$ cat config.mk
export PLATFORM = sky130hd
export DESIGN_NAME = tdfa_ram
export DESIGN_NICKNAME = d
export VERILOG_FILES = /design/src/sv/tdfa_ram.sv
export SDC_FILE = /design/constraint.sdc
export NUM_CORES = 1
export LEC_CHECK = 0
export ABC_CLOCK_PERIOD_IN_PS = 4200
export BUFFER_PORTS_ARGS = -buffer_cell sky130_fd_sc_hd__buf_2
export CORE_ASPECT_RATIO = 0.7
export CORE_MARGIN = 1.5
export CORE_UTILIZATION = 35
export DETAILED_ROUTE_END_ITERATION = 6
export PLACE_DENSITY_LB_ADDON = 0.2
export REMOVE_ABC_BUFFERS = 1
export SYNTH_ARGS = -nofsm -noshare
export SYNTH_HDL_FRONTEND = slang
export SYNTH_SLANG_ARGS = --single-unit
export TNS_END_PERCENT = 5
$ cat constraint.sdc
create_clock -name aclk -period 4.2 [get_ports aclk]
set_input_delay 0.42 -clock aclk [delete_from_list [all_inputs] [get_ports aclk]]
set_output_delay 0.42 -clock aclk [all_outputs]
set_load 0.01 [all_outputs]
$ cat src/sv/tdfa_ram.sv
module tdfa_ram #(
    parameter int WIDTH = 8,
    parameter int DEPTH = 16
) (
    input  logic                     aclk,
    input  logic                     wr_en,
    input  logic [$clog2(DEPTH)-1:0] wr_addr,
    input  logic [WIDTH-1:0]         wr_data,
    input  logic [$clog2(DEPTH)-1:0] rd_addr,
    output logic [WIDTH-1:0]         rd_data
);

    logic [WIDTH-1:0] mem [DEPTH];
    logic [WIDTH-1:0] rd_data_reg;

    always_ff @(posedge aclk) begin
        if (wr_en) begin
            mem[wr_addr] <= wr_data;
        end
        rd_data_reg <= mem[rd_addr];
    end

    assign rd_data = rd_data_reg;

endmodule

==> flow_metrics.tcl <==
set metrics [dict create \
    io_pins 26 \
    diodes 0 \
    nets 284 \
    numCtsBuffers 17 \
    fin_worst_skew_ns 0.00736 \
    antenna_found_initial 0 \
    final_util_pct 43.0 \
    cts.clk_slew.worst_paths_ns 0.06 \
    synthCells 229 \
    status "completed" \
    ys_warn_count 0 \
    clk_latency_ns 0.40 \
    reg2reg_slack_ns 2.87 \
    die-width_microns 148 \
    final_cell_mix "edfxtp_1 (128), buf_2 (25), mux4_2 (18), clkbuf_16 (17), a22oi_1 (16)" \
    routed_wl_mm 10.3 \
    final_common_cell "edfxtp_1" \
    netlist_top_cells_area "edfxtp_1 (75%), mux4_2 (7.9%), mux4_1 (7.1%)" \
    post-route-period-util_pct 47.2 \
    max_slew.worst_pin.slew_ns 1.09 \
    leakagePower_uw 0.00201 \
    critPathKind "input port to register" \
    vias 2367 \
    irDropWorstVdd_mv 0.329 \
    setup_tns_ns 0 \
    fmax_mhz 505 \
    clock_sinks 136 \
    cts_tree "built" \
    synth_area_per_cell_sq_um 22.5 \
    slew_headroom_pct 27.1 \
    rsz0062_at_grt "no" \
    die_area_sq_um 15500 \
    placed_cell_area_sq_um 5450 \
    crit_fanout 32 \
    ys_seq_area_share_pct 77.8 \
    place_congestion 0.694 \
    first_pass_iters 4 \
    power_density_nw_per_um2 532 \
    netlist.area_leader.share_pct 74.7 \
    syn_to_final_growth_pct 18.2 \
    cts_root_buf "clkbuf_16" \
    finalHoldViolations 0 \
    via_per_inst 5.06 \
    htree_num_levels 4 \
    endpoint_kind "register" \
    grt_pass1_vias 2385 \
    synthDistinctLibCells 19 \
    stdcell_count 468 \
    hp-class "input port to register" \
    grt_max_degree 33 \
    core-area_sq_um 14100 \
    worstPathArrival_ns 2.27 \
    cts_setup_buffers 0 \
    wl_per_cell_microns 22.1 \
    rows 36 \
    largest_reg_flops 128 \
    io_buffers 25 \
    drv_cap 0 \
    dp_hpwl_mm 6.41 \
    finalInstanceArea_sq_um 6080 \
    synth_top_cell_by_area "edfxtp_1" \
    post_cts_resized 0 \
    ctsLongestPathBuffers 2 \
    drive_above_1_share_pct 27.7 \
    detail-route-antenna-nets 0 \
    post-place-cells 437 \
    drc 0 \
    period_needed_ns 1.98 \
    grt_use_total_pct 14.5 \
    whs_ns 0.408 \
    ys_ff_latch 136 \
    netlist_area_sq_um 5150 \
    fill_cells 1220 \
    grt_pass1_wl_mm 15.3 \
    required_ns 4.49 \
    chipHeight_microns 104 \
    setup_viol 0 \
    cts_hold_buf 0 \
    slew_viol_final 0 \
    worstSetupStartpointType "input port" \
    grt_overflow 0 \
    drt-initial-drc-count 148 \
    start_util_pct 36.4 \
]
## cell families after synthesis
| kind of cell | count (synthesis) | share of synthesized area (%) |
|---|---|---|
| DFF | 136 | 77.8 |
| muxes | 32 | 15.0 |
| AOI/OAI and AO/OA | 16 | 2.33 |
| and+or+nand+nor | 35 | 3.18 |
| buffers and inverters | 10 | 1.68 |
## synthesized netlist by cell type
cell             instances
edfxtp_1               128
mux4_2                  18
a22oi_1                 16
mux4_1                  14
nor2_1                  13
nand2_1                  9
dfxtp_1                  8
nor3_1                   4
buf_2                    3
buf_6                    3
clkdlybuf4s25_2          3
nand2b_1                 2
nand3b_1                 2
and2_1                   1
and2b_1                  1
buf_4                    1
nand3_1                  1
nor2b_1                  1
or3b_2                   1
## area by class of cell
class                           instances  area, sq um  share of cell area, %
Clock buffer                           18          429                   7.05
Timing Repair Buffer                   28          148                   2.43
Clock inverter                         13          204                   3.35
Tap cell                              190          238                   3.91
Multi-Input combinational cell         83         1060                   17.5
Sequential cell                       136         4000                   65.8
## report_power, final
group | leakage [uW] | internal (uW) | switching, uW
registers | 0.00122 | 1520 | 9.09
logic | 0.000487 | 54.6 | 82.4
clock network | 0.000299 | 1050 | 525
total | 0.00201 | 2620 | 616
## stage by stage
stage	power (uW)	setup WS (ns)
finish	3240	2.22
global placement	1690	1.75
floorplan	1620	2.29
global route	3340	2.05
detailed placement	1690	1.76
CTS	3270	2.19
## worst max-delay path, cell delays in order
cell and delay, ns:
buf_2 0.81, mux4_1 0.67, a22oi_1 0.27, nand2_1 0.08
## routing by layer
| layer | vias up | part of all wire (%) | GRT usage [%] |
|---|---|---|---|
| met4 | 0 | 0.87 | 5.52 |
| met5 | - | 0 | 0 |
| met3 | 8 | 5.8 | 3.95 |
| met1 | 1243 | 48 | 21.1 |
| met2 | 65 | 45 | 20.7 |
| li1 | 1051 | - | - |
## worst paths after layout
path | from | end | cells past startpoint
setup reg to reg | mem[1][5] | rd_data[5] | 3
setup / recovery | rd_addr[0] | rd_data[5] | 4
hold reg to reg | mem[4][2] | rd_data[2] | 3
hold / removal | wr_data[5] | mem[15][5] | 1
Note: power is estimated with default switching activity, not from simulation.
