File: src/sv/tdfa_pkg.sv
package tdfa_pkg;

    localparam int MAX_RULES   = 256;
    localparam int MAX_STATES  = 64;
    localparam int RULE_IDX_W  = $clog2(MAX_RULES);
    localparam int ACC_IDX_W   = $clog2(MAX_STATES);
    localparam int CNT_W       = $clog2(MAX_RULES + 1);
    localparam int STATE_W     = 6;
    localparam int SYM_W       = 8;
    localparam int RULE_W      = 2 * STATE_W + SYM_W;
    localparam int CFG_DATA_W  = 32;
    localparam int CFG_ADDR_W  = 3;

    typedef enum logic [1:0] {
        OP_WRITE_RULE   = 2'd0,
        OP_WRITE_ACCEPT = 2'd1,
        OP_RESTART      = 2'd2,
        OP_CONSUME      = 2'd3
    } opcode_t;

    typedef enum logic {
        REG_RULES_IN_USE = 1'b0,
        REG_START_STATE  = 1'b1
    } reg_sel_t;

    typedef enum logic [2:0] {
        ST_CLEAR,
        ST_IDLE,
        ST_SEARCH,
        ST_LOOKUP,
        ST_DONE
    } state_t;

    typedef struct packed {
        logic [STATE_W-1:0] from_state;
        logic [SYM_W-1:0]   symbol;
        logic [STATE_W-1:0] to_state;
    } rule_t;

    typedef struct packed {
        logic               start;
        logic [CNT_W-1:0]   limit;
        logic [STATE_W-1:0] cur_state;
        logic [SYM_W-1:0]   symbol;
    } search_req_t;

    typedef struct packed {
        logic               done;
        logic               hit;
        logic [STATE_W-1:0] to_state;
    } search_rsp_t;

endpackage

File: src/sv/tdfa_search.sv
module tdfa_search
    import tdfa_pkg::*;
(
    input  logic                  aclk,
    input  logic                  aresetn,
    input  search_req_t           req,
    input  logic [RULE_W-1:0]     rd_data,
    output logic [RULE_IDX_W-1:0] rd_addr,
    output search_rsp_t           rsp
);

    logic               busy_reg, busy_next;
    logic               pend_reg, pend_next;
    logic [CNT_W-1:0]   rd_idx_reg, rd_idx_next;
    logic [CNT_W-1:0]   limit_reg, limit_next;
    logic [STATE_W-1:0] state_reg, state_next;
    logic [SYM_W-1:0]   sym_reg, sym_next;

    rule_t rule;
    logic  issue;
    logic  hit;
    logic  done;

    assign rule    = rule_t'(rd_data);
    // read of entry rd_idx goes out now, its compare happens next cycle
    assign issue   = busy_reg && (rd_idx_reg < limit_reg);
    assign hit     = pend_reg && (rule.from_state == state_reg) && (rule.symbol == sym_reg);
    assign done    = busy_reg && (hit || (!pend_reg && !issue));
    assign rd_addr = rd_idx_reg[RULE_IDX_W-1:0];

    assign rsp.done     = done;
    assign rsp.hit      = hit;
    assign rsp.to_state = rule.to_state;

    always_comb begin
        busy_next   = busy_reg;
        pend_next   = pend_reg;
        rd_idx_next = rd_idx_reg;
        limit_next  = limit_reg;
        state_next  = state_reg;
        sym_next    = sym_reg;
        if (req.start) begin
            busy_next   = 1'b1;
            pend_next   = 1'b0;
            rd_idx_next = '0;
            limit_next  = req.limit;
            state_next  = req.cur_state;
            sym_next    = req.symbol;
        end else if (busy_reg) begin
            if (done) begin
                busy_next = 1'b0;
                pend_next = 1'b0;
            end else begin
                pend_next   = issue;
                rd_idx_next = rd_idx_reg + CNT_W'(issue);
            end
        end
    end

    always_ff @(posedge aclk) begin
        if (!aresetn) begin
            busy_reg   <= 1'b0;
            pend_reg   <= 1'b0;
            rd_idx_reg <= '0;
        end else begin
            busy_reg   <= busy_next;
            pend_reg   <= pend_next;
            rd_idx_reg <= rd_idx_next;
        end
        limit_reg <= limit_next;
        state_reg <= state_next;
        sym_reg   <= sym_next;
    end

endmodule

File: config.mk
export PLATFORM = sky130hd
export DESIGN_NAME = tdfa_search
export DESIGN_NICKNAME = d
export VERILOG_FILES = /design/src/sv/tdfa_pkg.sv /design/src/sv/tdfa_search.sv
export SDC_FILE = /design/constraint.sdc
export NUM_CORES = 1
export LEC_CHECK = 0
export ABC_AREA = 1
export BUFFER_PORTS_ARGS = -buffer_cell sky130_fd_sc_hd__buf_2
export CELL_PAD_IN_SITES_DETAIL_PLACEMENT = 1
export CELL_PAD_IN_SITES_GLOBAL_PLACEMENT = 1
export CORE_MARGIN = 5
export CORE_UTILIZATION = 41
export CTS_BUF_LIST = sky130_fd_sc_hd__clkbuf_8
export DETAILED_ROUTE_END_ITERATION = 8
export PLACE_DENSITY_LB_ADDON = 0.1
export SYNTH_ARGS = -nofsm -noshare
export SYNTH_HDL_FRONTEND = slang
export SYNTH_SLANG_ARGS = --single-unit
File: constraint.sdc
create_clock -name aclk -period 6.7 [get_ports aclk]
set_input_delay 0.335 -clock aclk [delete_from_list [all_inputs] [get_ports aclk]]
set_output_delay 0.335 -clock aclk [all_outputs]
set_load 0.01 [all_outputs]
==> flow_metrics.tcl <==
set metrics [dict create \
    synth_cells 235 \
    final_nets 328 \
    antenna_found_initial 0 \
    busiest_layer "met2" \
    holdBufCountCts 0 \
    cts_max_level 2 \
    final-max-slew-violation-count 0 \
    fin_crit_sh 0.3680 \
    synth-edff-count 23 \
    crit_chain "ha_1 -> nand2_1 -> nand2_1 -> nand2_1 -> nand2_1 -> nand2_1 -> nand3_2 -> inv_1 -> ha_1 -> ha_1 -> nand2_1 -> nor3_1 -> xor2_1 -> nand4_1 -> a21oi_1" \
    power_leakage_nw 1.158 \
    row_count 25 \
    grt_usage 0.1441 \
    gr-total-overflow 0 \
    syn2layout_area_growth_pct 13.94 \
    grtUsageMet1 0.1741 \
    p_per_area_mw_per_mm2 215.7 \
    drtIter0Drc 74 \
    fill_cells 587 \
    multiInputGateArea_sq_um 738.2 \
    use_met3 0.04176 \
    synth_top_area_share 0.3498 \
    drc_errors 0 \
    yosysMostFrequentCell "nand2_1" \
    grt_pass1_vias 1552 \
    cts_num_sinks 34 \
    setup-violations-final 0 \
    final.setup.tns_ns 0 \
    final_core_util 0.4795 \
    clk_latency_ns 0.29 \
    syn_nets 291 \
    cp_slowest_stage_delay_ns 0.48 \
    cts_resized 0 \
    dpl.hpwl_microns 3204 \
    port_buffers 49 \
    ys.flop_type "edfxtp_1" \
    ys_seq_elements 34 \
    drive_gt1_frac 0.2527 \
    cp_common_cell "nand2_1" \
    max_freq_ghz 0.4055 \
    hold_class "input pin to flop" \
    ys_types 23 \
    syn_area_sq_mm 0.001974 \
    ys_warn_count 0 \
    routed_wl_microns 4142 \
    grt_pass1_wl_microns 6927 \
    avgSynthCellArea_sq_um 8.402 \
    worstSetupStartpointType "flop" \
    pin_count 62 \
    placed_cells 319 \
    swShare 0.2229 \
    p_switching_w 0.0001082 \
    grt_setup_unrepaired "false" \
    max_slew_margin 0.6356 \
    cts_setup_buffers 0 \
    n_antenna_cell 0 \
    crit_path_end_kind "flop" \
    power.internal_w 0.0003771 \
    drt_first_pass_iters 4 \
    routed_via_density 4.618 \
    use_met2 0.2424 \
    period_needed_ns 2.466 \
    grt_max_degree 26 \
    num_vias 1510 \
    status "completed" \
    crit_type "flop to flop" \
    synth_area_leader_cell "edfxtp_1" \
    die-area_sq_mm 0.006304 \
    skew_ns 0.009796 \
    cts_root_buffer "clkbuf_8" \
    die_height_microns 79.40 \
    arrival_ns 2.68 \
    cts_buffers 5 \
    maxCapViolations 0 \
    vdd_drop_max_mv 0.1350 \
    async_flop_share 0 \
    cts_tree "yes" \
    ys_seq_area_frac 0.4613 \
    gp_congestion 0.7729 \
    path_max_fanout 7 \
    fin_total_pwr_w 0.0004853 \
    seq_area_sq_um 910.9 \
    fin_cells 327 \
    cp_slowest_cell "dfxtp_1" \
    synth_area_leaders "edfxtp_1 (35%), nand2_1 (13%), dfxtp_1 (11%), inv_1 (7.8%), ha_1 (6.3%)" \
    clk_path_buf_depth 2 \
    initial_core_util 0.4208 \
    p_comb_frac 0.097 \
    hold_viol 0 \
    clk_pin_slew_ns 0.08 \
    wire_per_inst_microns 12.67 \
    power_frac_clock 0.402 \
    core-area_sq_mm 0.004692 \
    die_x_microns 79.40 \
    detail-route-antenna-nets 0 \
    cp.required_ns 6.91 \
    worst_slew_pin_slew_ns 0.5467 \
    synth_commonest_cells "nand2_1 (67), inv_1 (41), edfxtp_1 (23)" \
    p_seq_frac 0.502 \
]
layer usage:
metal  share of wire  wire [microns]
met1            0.45            1884
met2            0.47            1955
met3           0.057             236
met4           0.016              65
met5               0               0
cell usage in the layout, fill, tap and decap left out, types with 3 or more instances in the layout:
cell type	count
inv_1	42
xnor2_1	3
xor2_1	5
a21oi_1	13
nand2_1	67
edfxtp_1	23
nand3_1	5
nand4_1	8
clkbuf_8	6
ha_1	10
nor2_1	15
dfxtp_1	11
buf_2	49
nand2_2	3
path summary, 6_finish.rpt:
path | slack [ns] | from | depth (start not counted) | to
worst max-delay path | 4.23 | rd_idx_reg[2] | 15 | rd_idx_reg[8]
worst min-delay path | 0.21 | req[6] | 1 | sym_reg[6]
worst min register to register | 0.52 | rd_idx_reg[8] | 2 | rd_idx_reg[8]
worst max register to register | 4.23 | rd_idx_reg[2] | 15 | rd_idx_reg[8]
worst max-delay path, delay by kind of cell (launching register included):
family          cells  cell delay [ns]
compound gates      1             0.15
fa+ha+maj           3             0.67
buf+inv             1             0.09
flops               1             0.48
xor+xnor            1             0.18
simple gates        9             0.81
power groups by stage:
stage / Sequential (W) / Combinational [W] / Clock, W
final: 0.000243 / 0.0000469 / 0.000195
after global routing: 0.000245 / 0.0000548 / 0.000212
after CTS: 0.000244 / 0.0000483 / 0.000201
after detailed placement: 0.000248 / 0.0000479 / 0
after global placement: 0.000248 / 0.0000463 / 0
after floorplan: 0.000246 / 0.0000331 / 0
metrics by stage:
step | cell area (sq um) | setup slack (ns) | hold WS [ns]
after global placement | 2133 | 4.369 | 0.5040
after detailed placement | 2133 | 4.279 | 0.5104
after global routing | 2250 | 3.951 | 0.1973
after CTS | 2250 | 4.221 | 0.2038
final | 2250 | 4.234 | 0.2147
after floorplan | 1974 | 4.553 | 0.4339
area by class of cell:
| class | instances | area share |
|---|---|---|
| clock buffers | 6 | 0.03671 |
| clock inverters | 2 | 0.01502 |
| inverters | 45 | 0.07620 |
| multi-input cells | 137 | 0.3281 |
| flip-flops and latches | 34 | 0.4049 |
| well taps | 54 | 0.03003 |
| repair buffers | 49 | 0.1090 |
kinds of logic (layout without fill, tap and decap cells):
group / Yosys count / count (layout) / synth area share
buffers and inverters: 64 / 102 / 0.1648
adder cells (fa/ha/maj): 10 / 10 / 0.06337
AND/OR/NAND/NOR: 105 / 105 / 0.2338
AO/OA/AOI/OAI: 14 / 14 / 0.04119
XOR/XNOR: 8 / 8 / 0.03549
flip-flops: 34 / 34 / 0.4613
Note: power is estimated with default switching activity, not from simulation.
